## src/rtl/stc_pkg.sv

```systemverilog
// Shared types and constants for the scanline triangle filler.
package stc_pkg;

  localparam int CW             = 9;
  localparam int COLW           = 8;
  localparam int NW             = CW + 1;
  localparam int RW             = CW + 1;
  localparam int DEF_SCREEN_W   = 512;
  localparam int DEF_SCREEN_H   = 512;
  localparam int DEF_FRAC_BITS  = 16;
  localparam logic [COLW-1:0] ALPHA = 8'hFF;
  localparam logic OPC_LOAD = 1'b0;
  localparam logic OPC_TICK = 1'b1;

  typedef enum logic [1:0] {PH_IDLE, PH_TOP, PH_BOT, PH_EDGE} phase_e;

  typedef enum logic [3:0] {
    OP_NONE, OP_LOAD, OP_MUL, OP_DIV, OP_WB, OP_EDGE, OP_DDA, OP_RUN, OP_TICK
  } op_e;

  typedef enum logic [2:0] {SEL_SPLIT, SEL_AX, SEL_AY, SEL_BX, SEL_SX, SEL_SY} sel_e;

  typedef struct packed {
    op_e           op;
    sel_e          sel;
    phase_e        phase;
    logic [RW-1:0] row;
  } cmd_t;

  typedef struct packed {
    logic flat;
    logic n_zero;
    logic rem_one;
    logic row_end;
    logic div_busy;
  } sts_t;

endpackage

```

## src/rtl/scanline_triangle_filler_unit.sv

```systemverilog
// Top level of the scanline triangle filler: controller plus datapath.
//
// Input channel (in_valid_i / in_stall_o) takes requests: opcode 0 loads three
// vertices and a colour, opcode 1 is a tick that asks for the next pixel.
// Output channel (out_valid_o / out_stall_i) returns one pixel per tick while
// a triangle is being drawn; last_pixel_o marks the final pixel. A tick while
// idle returns nothing; a load returns nothing and abandons any triangle.
// A tick inside a span, other than the span's last, has its pixel valid the next cycle.
// Every new span or edge is set up by the sequencer around one shared
// multiplier and a one-bit-per-cycle divider of 2*9+FRAC_BITS bits: five
// divisions per fill span (three for a zero-length one) and two per edge
// (none for a zero-length edge). A load of a triangle that is not flat
// costs one more division for the split point. in_stall_o is high during
// setup. The output register holds a pixel until taken; a new request
// is taken in the same cycle the held pixel leaves. Reset returns to idle
// with no pixel pending.
module scanline_triangle_filler_unit #(
  parameter int SCREEN_WIDTH  = stc_pkg::DEF_SCREEN_W,
  parameter int SCREEN_HEIGHT = stc_pkg::DEF_SCREEN_H,
  parameter int FRAC_BITS     = stc_pkg::DEF_FRAC_BITS
) (
  input  logic                       clk_i,
  input  logic                       rst_ni,
  input  logic                       in_valid_i,
  output logic                       in_stall_o,
  input  logic                       opcode_i,
  input  logic [stc_pkg::CW-1:0]     vert_a_x_i,
  input  logic [stc_pkg::CW-1:0]     vert_a_y_i,
  input  logic [stc_pkg::CW-1:0]     vert_b_x_i,
  input  logic [stc_pkg::CW-1:0]     vert_b_y_i,
  input  logic [stc_pkg::CW-1:0]     vert_c_x_i,
  input  logic [stc_pkg::CW-1:0]     vert_c_y_i,
  input  logic [stc_pkg::COLW-1:0]   red_i,
  input  logic [stc_pkg::COLW-1:0]   green_i,
  input  logic [stc_pkg::COLW-1:0]   blue_i,
  output logic                       out_valid_o,
  input  logic                       out_stall_i,
  output logic [stc_pkg::CW-1:0]     pixel_x_o,
  output logic [stc_pkg::CW-1:0]     pixel_y_o,
  output logic [4*stc_pkg::COLW-1:0] pixel_word_o,
  output logic                       last_pixel_o
);
  import stc_pkg::*;

  cmd_t cmd;
  sts_t sts;

  stc_ctrl u_ctrl (
    .clk_i        (clk_i),
    .rst_ni       (rst_ni),
    .in_valid_i   (in_valid_i),
    .opcode_i     (opcode_i),
    .in_stall_o   (in_stall_o),
    .out_valid_o  (out_valid_o),
    .out_stall_i  (out_stall_i),
    .last_pixel_o (last_pixel_o),
    .cmd_o        (cmd),
    .sts_i        (sts)
  );

  stc_datapath #(
    .SCREEN_WIDTH  (SCREEN_WIDTH),
    .SCREEN_HEIGHT (SCREEN_HEIGHT),
    .FRAC_BITS     (FRAC_BITS)
  ) u_dp (
    .clk_i        (clk_i),
    .rst_ni       (rst_ni),
    .cmd_i        (cmd),
    .sts_o        (sts),
    .vert_a_x_i   (vert_a_x_i),
    .vert_a_y_i   (vert_a_y_i),
    .vert_b_x_i   (vert_b_x_i),
    .vert_b_y_i   (vert_b_y_i),
    .vert_c_x_i   (vert_c_x_i),
    .vert_c_y_i   (vert_c_y_i),
    .red_i        (red_i),
    .green_i      (green_i),
    .blue_i       (blue_i),
    .pixel_x_o    (pixel_x_o),
    .pixel_y_o    (pixel_y_o),
    .pixel_word_o (pixel_word_o)
  );
endmodule

```

## src/rtl/stc_div.sv

```systemverilog
// Iterative restoring divider, one quotient bit per cycle.
module stc_div #(
  parameter int DVW = 34,
  parameter int DSW = 10
) (
  input  logic           clk_i,
  input  logic           rst_ni,
  input  logic           start_i,
  input  logic [DVW-1:0] dividend_i,
  input  logic [DSW-1:0] divisor_i,
  output logic           busy_o,
  output logic [DVW-1:0] quot_o
);
  localparam int CNTW = $clog2(DVW + 1);

  logic            busy_q;
  logic [CNTW-1:0] cnt_q;
  logic [DVW-1:0]  quo_q;
  logic [DSW:0]    rem_q;
  logic [DSW-1:0]  div_q;
  logic [DSW:0]    shl;
  logic [DSW+1:0]  trial;

  assign shl   = {rem_q[DSW-1:0], quo_q[DVW-1]};
  assign trial = {1'b0, shl} - {2'b00, div_q};

  always_ff @(posedge clk_i or negedge rst_ni) begin
    if (!rst_ni) begin
      busy_q <= 1'b0;
      cnt_q  <= '0;
    end else if (start_i) begin
      busy_q <= 1'b1;
      cnt_q  <= CNTW'(DVW);
    end else if (busy_q) begin
      cnt_q <= cnt_q - 1'b1;
      if (cnt_q == CNTW'(1)) busy_q <= 1'b0;
    end
  end

  always_ff @(posedge clk_i) begin
    if (start_i) begin
      quo_q <= dividend_i;
      rem_q <= '0;
      div_q <= divisor_i;
    end else if (busy_q) begin
      if (!trial[DSW+1]) begin
        rem_q <= trial[DSW:0];
        quo_q <= {quo_q[DVW-2:0], 1'b1};
      end else begin
        rem_q <= shl;
        quo_q <= {quo_q[DVW-2:0], 1'b0};
      end
    end
  end

  assign busy_o = busy_q;
  assign quot_o = quo_q;
endmodule

```

## src/rtl/stc_datapath.sv

```systemverilog
// Datapath: vertex store, span setup arithmetic, DDA stepping and pixel output registers.
module stc_datapath #(
  parameter int SCREEN_WIDTH  = stc_pkg::DEF_SCREEN_W,
  parameter int SCREEN_HEIGHT = stc_pkg::DEF_SCREEN_H,
  parameter int FRAC_BITS     = stc_pkg::DEF_FRAC_BITS
) (
  input  logic                      clk_i,
  input  logic                      rst_ni,
  input  stc_pkg::cmd_t             cmd_i,
  output stc_pkg::sts_t             sts_o,
  input  logic [stc_pkg::CW-1:0]    vert_a_x_i,
  input  logic [stc_pkg::CW-1:0]    vert_a_y_i,
  input  logic [stc_pkg::CW-1:0]    vert_b_x_i,
  input  logic [stc_pkg::CW-1:0]    vert_b_y_i,
  input  logic [stc_pkg::CW-1:0]    vert_c_x_i,
  input  logic [stc_pkg::CW-1:0]    vert_c_y_i,
  input  logic [stc_pkg::COLW-1:0]  red_i,
  input  logic [stc_pkg::COLW-1:0]  green_i,
  input  logic [stc_pkg::COLW-1:0]  blue_i,
  output logic [stc_pkg::CW-1:0]    pixel_x_o,
  output logic [stc_pkg::CW-1:0]    pixel_y_o,
  output logic [4*stc_pkg::COLW-1:0] pixel_word_o
);
  import stc_pkg::*;

  localparam int PW  = CW + FRAC_BITS + 2;
  localparam int DVW = 2 * CW + FRAC_BITS;

  logic [CW-1:0] s0_q, s1_q, s2_q, s3_q, s4_q, s5_q;
  logic [CW-1:0] oax_q, oay_q, obx_q, oby_q, ocx_q, ocy_q;
  logic [3*COLW-1:0] colour_q;
  logic signed [PW-1:0] split_q, ax_q, ay_q, bx_q, by_q, dx_q, dy_q, stx_q, sty_q;
  logic [NW-1:0] n_q, den_q;
  logic [NW-1:0] rem_q;
  logic signed [DVW:0] prod_q;
  logic [CW-1:0] px_q, py_q;
  logic [4*COLW-1:0] word_q;

  // sort network
  logic [CW-1:0] t0x, t0y, t1x, t1y, t2x, t2y;
  logic [CW-1:0] tmpx, tmpy;
  always_comb begin
    tmpx = '0; tmpy = '0;
    t0x = vert_a_x_i; t0y = vert_a_y_i;
    t1x = vert_b_x_i; t1y = vert_b_y_i;
    t2x = vert_c_x_i; t2y = vert_c_y_i;
    if (t0y < t1y) begin
      tmpx = t0x; tmpy = t0y; t0x = t1x; t0y = t1y; t1x = tmpx; t1y = tmpy;
    end
    if (t0y < t2y) begin
      tmpx = t0x; tmpy = t0y; t0x = t2x; t0y = t2y; t2x = tmpx; t2y = tmpy;
    end
    if (t1y < t2y) begin
      tmpx = t1x; tmpy = t1y; t1x = t2x; t1y = t2y; t2x = tmpx; t2y = tmpy;
    end
  end

  function automatic logic signed [PW-1:0] scl(input logic [CW-1:0] v);
    logic signed [PW-1:0] e;
    e = $signed({{(PW-CW){1'b0}}, v});
    return e <<< FRAC_BITS;
  endfunction

  function automatic logic [CW-1:0] to_pix(input logic signed [PW-1:0] v, input int lim);
    int p;
    p = v[PW-1] ? 0 : int'(v[PW-1:FRAC_BITS]);
    if (p > lim - 1) p = lim - 1;
    return p[CW-1:0];
  endfunction

  // span bases
  logic [CW-1:0] bx0, by0;
  logic [NW-1:0] span_den;
  always_comb begin
    if (cmd_i.phase == PH_BOT) begin
      bx0 = s4_q; by0 = s5_q;
      span_den = {1'b0, s3_q} - {1'b0, s5_q} + NW'(1);
    end else begin
      bx0 = s0_q; by0 = s1_q;
      span_den = {1'b0, s1_q} - {1'b0, s3_q} + NW'(1);
    end
  end

  // multiplier operand select
  logic signed [NW:0] mul_a;
  logic signed [PW-1:0] mul_b;
  logic signed [PW-1:0] mul_d;
  logic [NW-1:0] den_d;
  logic signed [NW:0] row_s;
  logic signed [NW+PW:0] prod_w;
  assign row_s = $signed({1'b0, cmd_i.row});
  always_comb begin
    mul_a = row_s;
    mul_d = '0;
    den_d = span_den;
    case (cmd_i.sel)
      SEL_SPLIT: begin
        mul_a = $signed({1'b0, {1'b0, s1_q} - {1'b0, s3_q}});
        mul_d = scl(s0_q) - scl(s4_q);
        den_d = {1'b0, s1_q} - {1'b0, s5_q};
      end
      SEL_AX: mul_d = split_q - scl(bx0);
      SEL_AY: mul_d = scl(s3_q) - scl(by0);
      SEL_BX: mul_d = scl(s2_q) - scl(bx0);
      SEL_SX: begin
        mul_a = (NW+1)'(1);
        mul_d = dx_q;
        den_d = n_q;
      end
      SEL_SY: begin
        mul_a = (NW+1)'(1);
        mul_d = dy_q;
        den_d = n_q;
      end
      default: mul_d = '0;
    endcase
    mul_b = mul_d;
  end
  assign prod_w = mul_a * mul_b;

  // divider
  logic           prod_neg;
  logic [DVW-1:0] prod_mag, quot_mag;
  logic [DVW:0]   prod_abs;
  logic           div_busy;
  logic signed [PW-1:0] quot_s;
  assign prod_neg = prod_q[DVW];
  assign prod_abs = prod_neg ? -prod_q : prod_q;
  assign prod_mag = prod_abs[DVW-1:0];

  stc_div #(.DVW(DVW), .DSW(NW)) u_div (
    .clk_i      (clk_i),
    .rst_ni     (rst_ni),
    .start_i    (cmd_i.op == OP_DIV),
    .dividend_i (prod_mag),
    .divisor_i  (den_q),
    .busy_o     (div_busy),
    .quot_o     (quot_mag)
  );

  assign quot_s = prod_neg ? -PW'(quot_mag) : PW'(quot_mag);

  // DDA length
  logic signed [PW-1:0] ddx, ddy;
  logic [PW-1:0] mx, my, mm, nsum;
  always_comb begin
    ddx  = bx_q - ax_q;
    ddy  = by_q - ay_q;
    mx   = ddx[PW-1] ? PW'(-ddx) : PW'(ddx);
    my   = ddy[PW-1] ? PW'(-ddy) : PW'(ddy);
    mm   = (mx > my) ? mx : my;
    nsum = (mm + PW'((1 << FRAC_BITS) - 1)) >> FRAC_BITS;
  end

  // edge endpoints
  logic [CW-1:0] ejx, ejy, ekx, eky;
  always_comb begin
    case (cmd_i.row[1:0])
      2'd0: begin ejx = oax_q; ejy = oay_q; ekx = obx_q; eky = oby_q; end
      2'd1: begin ejx = obx_q; ejy = oby_q; ekx = ocx_q; eky = ocy_q; end
      default: begin ejx = ocx_q; ejy = ocy_q; ekx = oax_q; eky = oay_q; end
    endcase
  end

  always_ff @(posedge clk_i or negedge rst_ni) begin
    if (!rst_ni) begin
      s0_q <= '0; s1_q <= '0; s2_q <= '0; s3_q <= '0; s4_q <= '0; s5_q <= '0;
      oax_q <= '0; oay_q <= '0; obx_q <= '0; oby_q <= '0; ocx_q <= '0; ocy_q <= '0;
      colour_q <= '0;
      split_q <= '0; ax_q <= '0; ay_q <= '0; bx_q <= '0; by_q <= '0;
      dx_q <= '0; dy_q <= '0; stx_q <= '0; sty_q <= '0;
      n_q <= '0; den_q <= '0; rem_q <= '0; prod_q <= '0;
      px_q <= '0; py_q <= '0; word_q <= '0;
    end else begin
      case (cmd_i.op)
        OP_LOAD: begin
          s0_q <= t0x; s1_q <= t0y; s2_q <= t1x; s3_q <= t1y; s4_q <= t2x; s5_q <= t2y;
          oax_q <= vert_a_x_i; oay_q <= vert_a_y_i;
          obx_q <= vert_b_x_i; oby_q <= vert_b_y_i;
          ocx_q <= vert_c_x_i; ocy_q <= vert_c_y_i;
          colour_q <= {red_i, green_i, blue_i};
        end
        OP_MUL: begin
          prod_q <= prod_w[DVW:0];
          den_q  <= den_d;
        end
        OP_WB: begin
          case (cmd_i.sel)
            SEL_SPLIT: split_q <= scl(s0_q) - quot_s;
            SEL_AX:    ax_q <= scl(bx0) + quot_s;
            SEL_AY: begin
              ay_q <= scl(by0) + quot_s;
              by_q <= scl(by0) + quot_s;
            end
            SEL_BX:    bx_q <= scl(bx0) + quot_s;
            SEL_SX:    stx_q <= quot_s;
            default:   sty_q <= quot_s;
          endcase
        end
        OP_EDGE: begin
          ax_q <= scl(ejx); ay_q <= scl(ejy);
          bx_q <= scl(ekx); by_q <= scl(eky);
        end
        OP_DDA: begin
          dx_q <= ddx;
          dy_q <= ddy;
          n_q  <= nsum[NW-1:0];
        end
        OP_RUN: rem_q <= n_q;
        OP_TICK: begin
          px_q   <= to_pix(ax_q, SCREEN_WIDTH);
          py_q   <= to_pix(ay_q, SCREEN_HEIGHT);
          word_q <= {ALPHA, colour_q};
          ax_q   <= ax_q + stx_q;
          ay_q   <= ay_q + sty_q;
          rem_q  <= rem_q - 1'b1;
        end
        default: ;
      endcase
    end
  end

  logic row_end;
  always_comb begin
    case (cmd_i.phase)
      PH_TOP:  row_end = cmd_i.row == ({1'b0, s1_q} - {1'b0, s3_q});
      PH_BOT:  row_end = cmd_i.row == ({1'b0, s3_q} - {1'b0, s5_q});
      PH_EDGE: row_end = cmd_i.row == RW'(2);
      default: row_end = 1'b1;
    endcase
  end

  assign sts_o.flat     = (s1_q == s5_q);
  assign sts_o.n_zero   = (n_q == '0);
  assign sts_o.rem_one  = (rem_q == NW'(1));
  assign sts_o.row_end  = row_end;
  assign sts_o.div_busy = div_busy;

  assign pixel_x_o    = px_q;
  assign pixel_y_o    = py_q;
  assign pixel_word_o = word_q;
endmodule

```

## src/rtl/stc_ctrl.sv

```systemverilog
// Controller: request handshake, draw phase and row sequencing, span setup sequencer.
module stc_ctrl (
  input  logic          clk_i,
  input  logic          rst_ni,
  input  logic          in_valid_i,
  input  logic          opcode_i,
  output logic          in_stall_o,
  output logic          out_valid_o,
  input  logic          out_stall_i,
  output logic          last_pixel_o,
  output stc_pkg::cmd_t cmd_o,
  input  stc_pkg::sts_t sts_i
);
  import stc_pkg::*;

  typedef enum logic [3:0] {
    S_WAIT, S_LOADED, S_MUL, S_DIVGO, S_DIVW, S_SETUP, S_DDA, S_CHK, S_RUN, S_NEXT
  } state_e;

  state_e        state_q;
  phase_e        phase_q;
  logic [RW-1:0] row_q;
  sel_e          sel_q;
  logic          pend_q, out_valid_q, last_q;
  logic          acc;

  assign in_stall_o = !(state_q == S_WAIT && (!out_valid_q || !out_stall_i));
  assign acc        = in_valid_i && !in_stall_o;

  always_comb begin
    cmd_o.op    = OP_NONE;
    cmd_o.sel   = sel_q;
    cmd_o.phase = phase_q;
    cmd_o.row   = row_q;
    case (state_q)
      S_WAIT: begin
        if (acc && opcode_i == OPC_LOAD) cmd_o.op = OP_LOAD;
        else if (acc && phase_q != PH_IDLE) cmd_o.op = OP_TICK;
      end
      S_MUL:   cmd_o.op = OP_MUL;
      S_DIVGO: cmd_o.op = OP_DIV;
      S_DIVW:  if (!sts_i.div_busy) cmd_o.op = OP_WB;
      S_SETUP: if (phase_q == PH_EDGE) cmd_o.op = OP_EDGE;
      S_DDA:   cmd_o.op = OP_DDA;
      S_RUN:   cmd_o.op = OP_RUN;
      default: cmd_o.op = OP_NONE;
    endcase
  end

  always_ff @(posedge clk_i or negedge rst_ni) begin
    if (!rst_ni) begin
      state_q     <= S_WAIT;
      phase_q     <= PH_IDLE;
      row_q       <= '0;
      sel_q       <= SEL_SPLIT;
      pend_q      <= 1'b0;
      out_valid_q <= 1'b0;
      last_q      <= 1'b0;
    end else begin
      if (out_valid_q && !out_stall_i) out_valid_q <= 1'b0;
      case (state_q)
        S_WAIT: begin
          if (acc) begin
            if (opcode_i == OPC_LOAD) begin
              state_q <= S_LOADED;
            end else if (phase_q != PH_IDLE) begin
              if (sts_i.rem_one) begin
                pend_q  <= 1'b1;
                state_q <= S_NEXT;
              end else begin
                out_valid_q <= 1'b1;
                last_q      <= 1'b0;
              end
            end
          end
        end
        S_LOADED: begin
          row_q <= '0;
          if (sts_i.flat) begin
            phase_q <= PH_EDGE;
            state_q <= S_SETUP;
          end else begin
            sel_q   <= SEL_SPLIT;
            state_q <= S_MUL;
          end
        end
        S_MUL:   state_q <= S_DIVGO;
        S_DIVGO: state_q <= S_DIVW;
        S_DIVW: begin
          if (!sts_i.div_busy) begin
            case (sel_q)
              SEL_SPLIT: begin
                phase_q <= PH_TOP;
                state_q <= S_SETUP;
              end
              SEL_AX: begin
                sel_q   <= SEL_AY;
                state_q <= S_MUL;
              end
              SEL_AY: begin
                sel_q   <= SEL_BX;
                state_q <= S_MUL;
              end
              SEL_BX: state_q <= S_DDA;
              SEL_SX: begin
                sel_q   <= SEL_SY;
                state_q <= S_MUL;
              end
              default: state_q <= S_RUN;
            endcase
          end
        end
        S_SETUP: begin
          if (phase_q == PH_EDGE) begin
            state_q <= S_DDA;
          end else begin
            sel_q   <= SEL_AX;
            state_q <= S_MUL;
          end
        end
        S_DDA: state_q <= S_CHK;
        S_CHK: begin
          if (sts_i.n_zero) begin
            state_q <= S_NEXT;
          end else begin
            sel_q   <= SEL_SX;
            state_q <= S_MUL;
          end
        end
        S_RUN: begin
          state_q <= S_WAIT;
          if (pend_q) begin
            out_valid_q <= 1'b1;
            last_q      <= 1'b0;
            pend_q      <= 1'b0;
          end
        end
        S_NEXT: begin
          if (sts_i.row_end) begin
            row_q <= '0;
            case (phase_q)
              PH_TOP: begin
                phase_q <= PH_BOT;
                state_q <= S_SETUP;
              end
              PH_BOT: begin
                phase_q <= PH_EDGE;
                state_q <= S_SETUP;
              end
              default: begin
                phase_q <= PH_IDLE;
                state_q <= S_WAIT;
                if (pend_q) begin
                  out_valid_q <= 1'b1;
                  last_q      <= 1'b1;
                  pend_q      <= 1'b0;
                end
              end
            endcase
          end else begin
            row_q   <= row_q + 1'b1;
            state_q <= S_SETUP;
          end
        end
        default: state_q <= S_WAIT;
      endcase
    end
  end

  assign out_valid_o  = out_valid_q;
  assign last_pixel_o = last_q;
endmodule

```

## config.mk

```make
export PLATFORM = sky130hd
export DESIGN_NAME = scanline_triangle_filler_unit
export DESIGN_NICKNAME = d
export VERILOG_FILES = /design/src/rtl/stc_pkg.sv /design/src/rtl/scanline_triangle_filler_unit.sv /design/src/rtl/stc_div.sv /design/src/rtl/stc_datapath.sv /design/src/rtl/stc_ctrl.sv
export SDC_FILE = /design/constraint.sdc
export NUM_CORES = 2
export LEC_CHECK = 0
export ABC_AREA = 1
export BUFFER_PORTS_ARGS = -buffer_cell sky130_fd_sc_hd__buf_2
export CAP_MARGIN = 20
export CORE_ASPECT_RATIO = 1.2
export CORE_MARGIN = 2
export CORE_UTILIZATION = 50
export CTS_BUF_LIST = sky130_fd_sc_hd__clkbuf_8
export DETAILED_ROUTE_END_ITERATION = 8
export GPL_ROUTABILITY_DRIVEN = 1
export GPL_TIMING_DRIVEN = 0
export HOLD_SLACK_MARGIN = 0.05
export PLACE_DENSITY_LB_ADDON = 0.12
export SLEW_MARGIN = 20
export SYNTH_ARGS = -nofsm -noshare
export SYNTH_HDL_FRONTEND = slang
export SYNTH_SLANG_ARGS = --single-unit
```

## constraint.sdc

```tcl
create_clock -name clk_i -period 11.9 [get_ports clk_i]
set_clock_uncertainty 0.15 [all_clocks]
set_input_delay 2.38 -clock clk_i [delete_from_list [all_inputs] [get_ports clk_i]]
set_output_delay 2.38 -clock clk_i [all_outputs]
set_load 0.1 [all_outputs]
```

## Word level (Yosys, flattened, before mapping)

Index checks and enable logic that the tools add are counted.

- Bits in registers: 566
- Output and inout port bits: 53
- Word-level logic and storage cells: 271

- Add/sub/neg operators: 25
- Multipliers: 1
- Magnitude comparators: 6
- Equal/unequal tests: 53
- Muxes and demuxes: 105
- Bitwise gates (word level): 2
- Reductions and logical operators: 38

Operators by type and width:

| kind | count |
|---|---|
| $mux W27 | 6 |
| $pmux W27 S3 | 2 |
| $pmux W27 S6 | 1 |
| $mux W9 | 16 |
| $pmux W27 S2 | 2 |
| $mux W34 | 3 |
| $neg A27 Y27 | 3 |
| $pmux W10 S2 | 4 |
| $sub A25 B25 Y26 | 3 |
| $pmux W9 S2 | 4 |
| $add A26 B27 Y27 | 2 |
| $add A27 B27 Y27 | 2 |
| $sub A27 B27 Y27 | 2 |
| $mux W10 | 5 |
| $pmux W4 S9 | 1 |
| $mul A11 B27 Y35 | 1 |
| $neg A34 Y34 | 1 |
| $eq A4 B3 Y1 const B | 8 |
| $mux W4 | 8 |
| $add A10 B1 Y10 const B | 3 |
| $mux W3 | 10 |
| $sub A9 B9 Y10 | 3 |
| $pmux W4 S7 | 1 |
| $gt A27 B27 Y1 | 1 |
| 55 further kinds | 138 |

## Logic depth before layout (Yosys ltp)

- Word-level depth: 11
- Gate-level depth with buffers: 47
- Gate-level depth less buffers: 43

## Hierarchy

A second synthesis with hierarchy kept.

- Cells, all modules: 7605
- Area, all modules: 52271.4 um^2

By module, submodules not included:

| module | instances | cells each | area each (um^2) | seq. area each (um^2) |
|---|---|---|---|---|
| stc_datapath | 1 | 7004 | 47591.9 | 12086.6 |
| stc_div | 1 | 368 | 3135.5 | 1696.6 |
| stc_ctrl | 1 | 233 | 1544.0 | 550.5 |

## Worst setup path before layout

OpenSTA, ideal clock, no wires.

- Path kind: register -> register
- From: reg u_ctrl.phase_q[0]
- To: reg u_dp.prod_q[33]
- Library setup time: 131 ps
- Arrival time: 8055 ps
- Setup slack: 3564 ps
- Cell stages (with the launch flop): 43
- Buffers on the path: 4
- Clock period less this slack: 8336 ps
- Cell sequence: dfrtp_1 -> inv_1 -> ha_1 -> clkbuf_1 -> clkbuf_1 -> clkbuf_1 -> nand2_1 -> o21ai_0 -> ha_1 -> inv_1 -> fa_1 -> nand2_1 -> nand2_1 -> a21oi_1 -> inv_1 -> nand2_1 -> inv_1 -> or2_2 -> [7 not listed] -> inv_1 -> nor2_1 -> fa_1 -> fa_1 -> fa_1 -> fa_1 -> inv_1 -> fa_1 -> inv_1 -> ha_1 -> clkbuf_1 -> a21oi_1 -> o21ai_0 -> nor3_1 -> nand2_1 -> or2_2 -> nand3_1 -> o21ai_0

- Word-level cells in the longest chain between the ends: 6
- Elaborated cells between the ends (all ways): 16
- Those cells by class: add/sub (3); mul (1); eq/ne (3); mux (7); reduce/logical (2)

Ends and longest elaborated chain:

| item | RTL line | source |
|---|---|---|
| from (decl) | stc_ctrl.sv:21 | `phase_e phase_q;` |
| from (signal assigned) | stc_ctrl.sv:53 | `phase_q <= PH_IDLE;` |
| from (signal assigned) | stc_ctrl.sv:80 | `phase_q <= PH_EDGE;` |
| from (signal assigned) | stc_ctrl.sv:93 | `phase_q <= PH_TOP;` |
| parallel branches: the longest is 6 deep, another holds $mul A11 B27 Y35 | n/a |  |
| to (signal assigned) | stc_datapath.sv:184 | `prod_q <= prod_w[DVW:0];` |
| to (decl) | stc_datapath.sv:35 | `logic signed [DVW:0] prod_q;` |

Several ways; the timed one is not identified.
A chain may end at the register's enable or synchronous reset.

## Worst setup path in the final report

- From: reg u_ctrl.phase_q[0]
- To: reg u_dp.prod_q[34]

The elaborated chain is that of the path after synthesis.

==> flow_metrics.env <==
export IMPL_startpoint="u_ctrl.phase_q[0]"
export IMPL_netlist_area_leader_share_pct=24.7
export IMPL_cts_repair_resized=0
export IMPL_min_from="u_dp.den_q[5]"
export IMPL_io_pins=136
export IMPL_core_um2=103000
export IMPL_met3_length_um=11300
export IMPL_antenna_found_initial=3
export IMPL_finalSetupTns_ns=0
export IMPL_final_common_cell="nand2_1"
export IMPL_fp_row_count=129
export IMPL_initial_core_util_pct=50.4
export IMPL_postCtsSetupBuffers=0
export IMPL_max_cap_violations=0
export IMPL_dp_hpwl_um=162000
export IMPL_drt_met1_wl_um=78000
export IMPL_p_comb_share_pct=38.4
export IMPL_postRouteAntennaNets=0
export IMPL_critPathMaxStageDelay_ns=0.60
export IMPL_yosysSeqAreaShare_pct=27.6
export IMPL_cpMaxStageDelayCell="clkbuf_1"
export IMPL_grt_max_degree=96
export IMPL_vias=51198
export IMPL_yosys_warnings=0
export IMPL_die_area_um2=106000
export IMPL_drv_slew=0
export IMPL_hold_violations=0
export IMPL_yosys_top_cells_area="dfrtp_1 25%, nand2_1 14%, fa_1 8.9%, inv_1 8.4%, ha_1 8.4%"
export IMPL_finalSetupViolCount=0
export IMPL_worstHoldPathType="reg -> reg"
export IMPL_synth_ff_type="dfrtp_1"
export IMPL_cts_num_sinks=566
export IMPL_top_layer="met4"
export IMPL_synth_seq_cells=566
export IMPL_worstRegToRegCells=42
export IMPL_vias_per_cell=5.62
export IMPL_insertion_delay_ns=0.84
export IMPL_layout_common_cells="1921 x nand2_1, 1192 x inv_1, 676 x o21ai_0, 573 x nor2_1, 512 x dfrtp_1"
export IMPL_reg2reg_to="u_dp.prod_q[34]"
export IMPL_grt_pass1_wl_um=297000
export IMPL_layout_min_cycle_time_ns=11.06
export IMPL_hold_buffers=0
export IMPL_clkPwrFrac_pct=29.3
export IMPL_overflow=0
export IMPL_first_global_vias=49992
export IMPL_swShare_pct=42.4
export IMPL_cts_root_buf="clkbuf_8"
export IMPL_cts_tree="done"
export IMPL_htree_levels=3
export IMPL_crit_top_cell="inv_1"
export IMPL_drtPass1Iterations=6
export IMPL_nFillCells=10355
export IMPL_post_route_period_util_pct=92.9
export IMPL_synth_edff_count=44
export IMPL_ys_async_sr_fraction_pct=90.5
export IMPL_end_kind="register"
export IMPL_drc=0
export IMPL_holdWs_ns=0.308
export IMPL_timing_rr_start="u_ctrl.phase_q[0]"
export IMPL_crit_type="reg -> reg"
export IMPL_synth_top_area_cell="dfrtp_1"
export IMPL_leakagePower_nw=29.7
export IMPL_drive_gt1_share_pct=7.76
export IMPL_ys_types=71
export IMPL_synth_nets=8058
export IMPL_die_h_um=357
export IMPL_irDropWorstVdd_mv=0.124
export IMPL_p_seq_share_pct=32.3
export IMPL_drt_wirelength_per_cell_um=21.5
export IMPL_areaGrowthSynthToFinish_pct=9.47
export IMPL_netlist_area_um2=51900
export IMPL_routed_wl_met2_um=92100
export IMPL_drt_iter0_markers=4271
export IMPL_cp_arrival_ns=11.59
export IMPL_slew_headroom_pct=18.9
export IMPL_internal_power_mw=3.94
export IMPL_gp_congestion=1.01
export IMPL_rsz0062_at_grt="false"
export IMPL_post_dp_cell_area_um2=54600
export IMPL_synth_area_per_cell_um2=7.02
export IMPL_endpoint="u_dp.prod_q[34]"
export IMPL_rrSetupSlack_ns=0.84
export IMPL_synthCells=7397
export IMPL_fin_area_um2=56800
export IMPL_crit_required_ns=12.44
export IMPL_fin_nets=8313
export IMPL_power_density_nw_per_um2=120
export IMPL_worst_setup_path_start_kind="register"
export IMPL_status="finished clean"
export IMPL_max_freq_mhz=90.4
export IMPL_die_w_um=298
export IMPL_p_switching_mw=2.89
export IMPL_crit_path_max_fanout=10
export IMPL_cts_buffers=101
export IMPL_groute_usage_overall_pct=36.6
export IMPL_clk_pin_slew_ns=0.07
export IMPL_port_buffers=135
export IMPL_tightest_slew_ns=1.21
export IMPL_utilization_pct=55.2
export IMPL_wl_um=196000
export IMPL_cts_max_path_buffers=3
## synthesized netlist by cell type (13+ instances only)
cell,count
o21bai_1,14
buf_2,25
nand3b_1,23
o22ai_1,75
nand2_2,65
nor2_2,32
a211oi_1,15
nor2_1,574
o21ai_1,27
o21ai_0,676
nand4_1,106
xor2_1,111
or2_2,33
a31oi_1,53
nor3_1,82
clkbuf_1,164
inv_1,1168
a22o_1,16
ha_1,348
edfxtp_1,44
a221oi_1,15
nor2_4,14
a21oi_1,350
o211ai_1,45
xnor2_1,53
inv_2,41
nand2_1,1921
dfrtp_1,512
o221ai_1,13
nand3_1,349
nor4_1,16
fa_1,230
## power groups by stage
stage	combinational [mW]	sequential [mW]	clock, mW
after global placement	2.52	2.23	0
after CTS	2.57	2.20	2.02
after global routing	2.91	2.21	2.11
final	2.62	2.20	2.00
after floorplan	1.74	2.23	0
after detailed placement	2.56	2.23	0
## worst min path at each step
stage | end | slack, ns | cells past startpoint
after global placement | u_dp.u_div.div_q[5] | 0.30 | 0
after floorplan | u_dp.u_div.div_q[0] | 0.28 | 0
after global routing | u_dp.u_div.div_q[5] | 0.32 | 0
after CTS | u_dp.u_div.div_q[5] | 0.31 | 0
after detailed placement | u_dp.u_div.div_q[5] | 0.29 | 0
final | u_dp.u_div.div_q[5] | 0.31 | 0
## routing by layer
| metal | GRT usage, % | vias up |
|---|---|---|
| li1 | - | 24394 |
| met1 | 44.9 | 24434 |
| met2 | 61.6 | 1851 |
| met3 | 3.91 | 519 |
| met4 | 23.8 | 0 |
| met5 | 0 | - |
## cell type report
type                       count  area (um2)  share of cell area, %
tap                         1375        1720                   3.03
multi-input combinational   5397       32200                   56.6
antenna                        3        7.51                 0.0132
timing repair buffer         152         952                   1.68
buffer                       213         901                   1.58
clock inverter                58         472                  0.830
clock buffer                 124        1710                   3.00
inverter                    1221        4580                   8.07
sequential                   566       14300                   25.2
## state kept, by name, indices dropped and copies added, names as in the netlist, 27 cells and up
signal             flops
u_dp.ax_q             27
u_dp.dy_q             27
u_dp.dx_q             27
u_dp.sty_q            27
u_dp.stx_q            27
u_dp.u_div.quot_o     34
u_dp.by_q             27
u_dp.ay_q             27
u_dp.split_q          27
u_dp.prod_q           35
u_dp.bx_q             27
## kinds of logic after synthesis
group                    Yosys count  share of synthesized area [%]
AND/OR/NAND/NOR                 3262                           26.8
buffers and inverters           1434                           10.6
AO/OA/AOI/OAI                   1391                           15.0
adder cells (fa/ha/maj)          578                           17.3
flip-flops                       566                           27.6
XOR/XNOR                         166                           2.85
## critical path, delay by kind of cell (launching register included)
family / cells / cell delay [ns]
adder cells (fa/ha/maj): 9 / 3.88
AO/OA/AOI/OAI: 10 / 2.41
AND/OR/NAND/NOR: 13 / 2.01
buffers and inverters: 10 / 2.01
flip-flops: 1 / 0.40
## through the flow
step           std cells  setup slack [ns]  power [mW]
3_5_place_dp        8922             0.953        4.79
3_3_place_gp        8907             -2.71        4.76
6_report            9109             0.842        6.83
2_1_floorplan       7397              3.56        3.96
5_1_grt             9108             0.281        7.23
4_1_cts             9104             0.869        6.79
(Power assumes the default switching activity.)
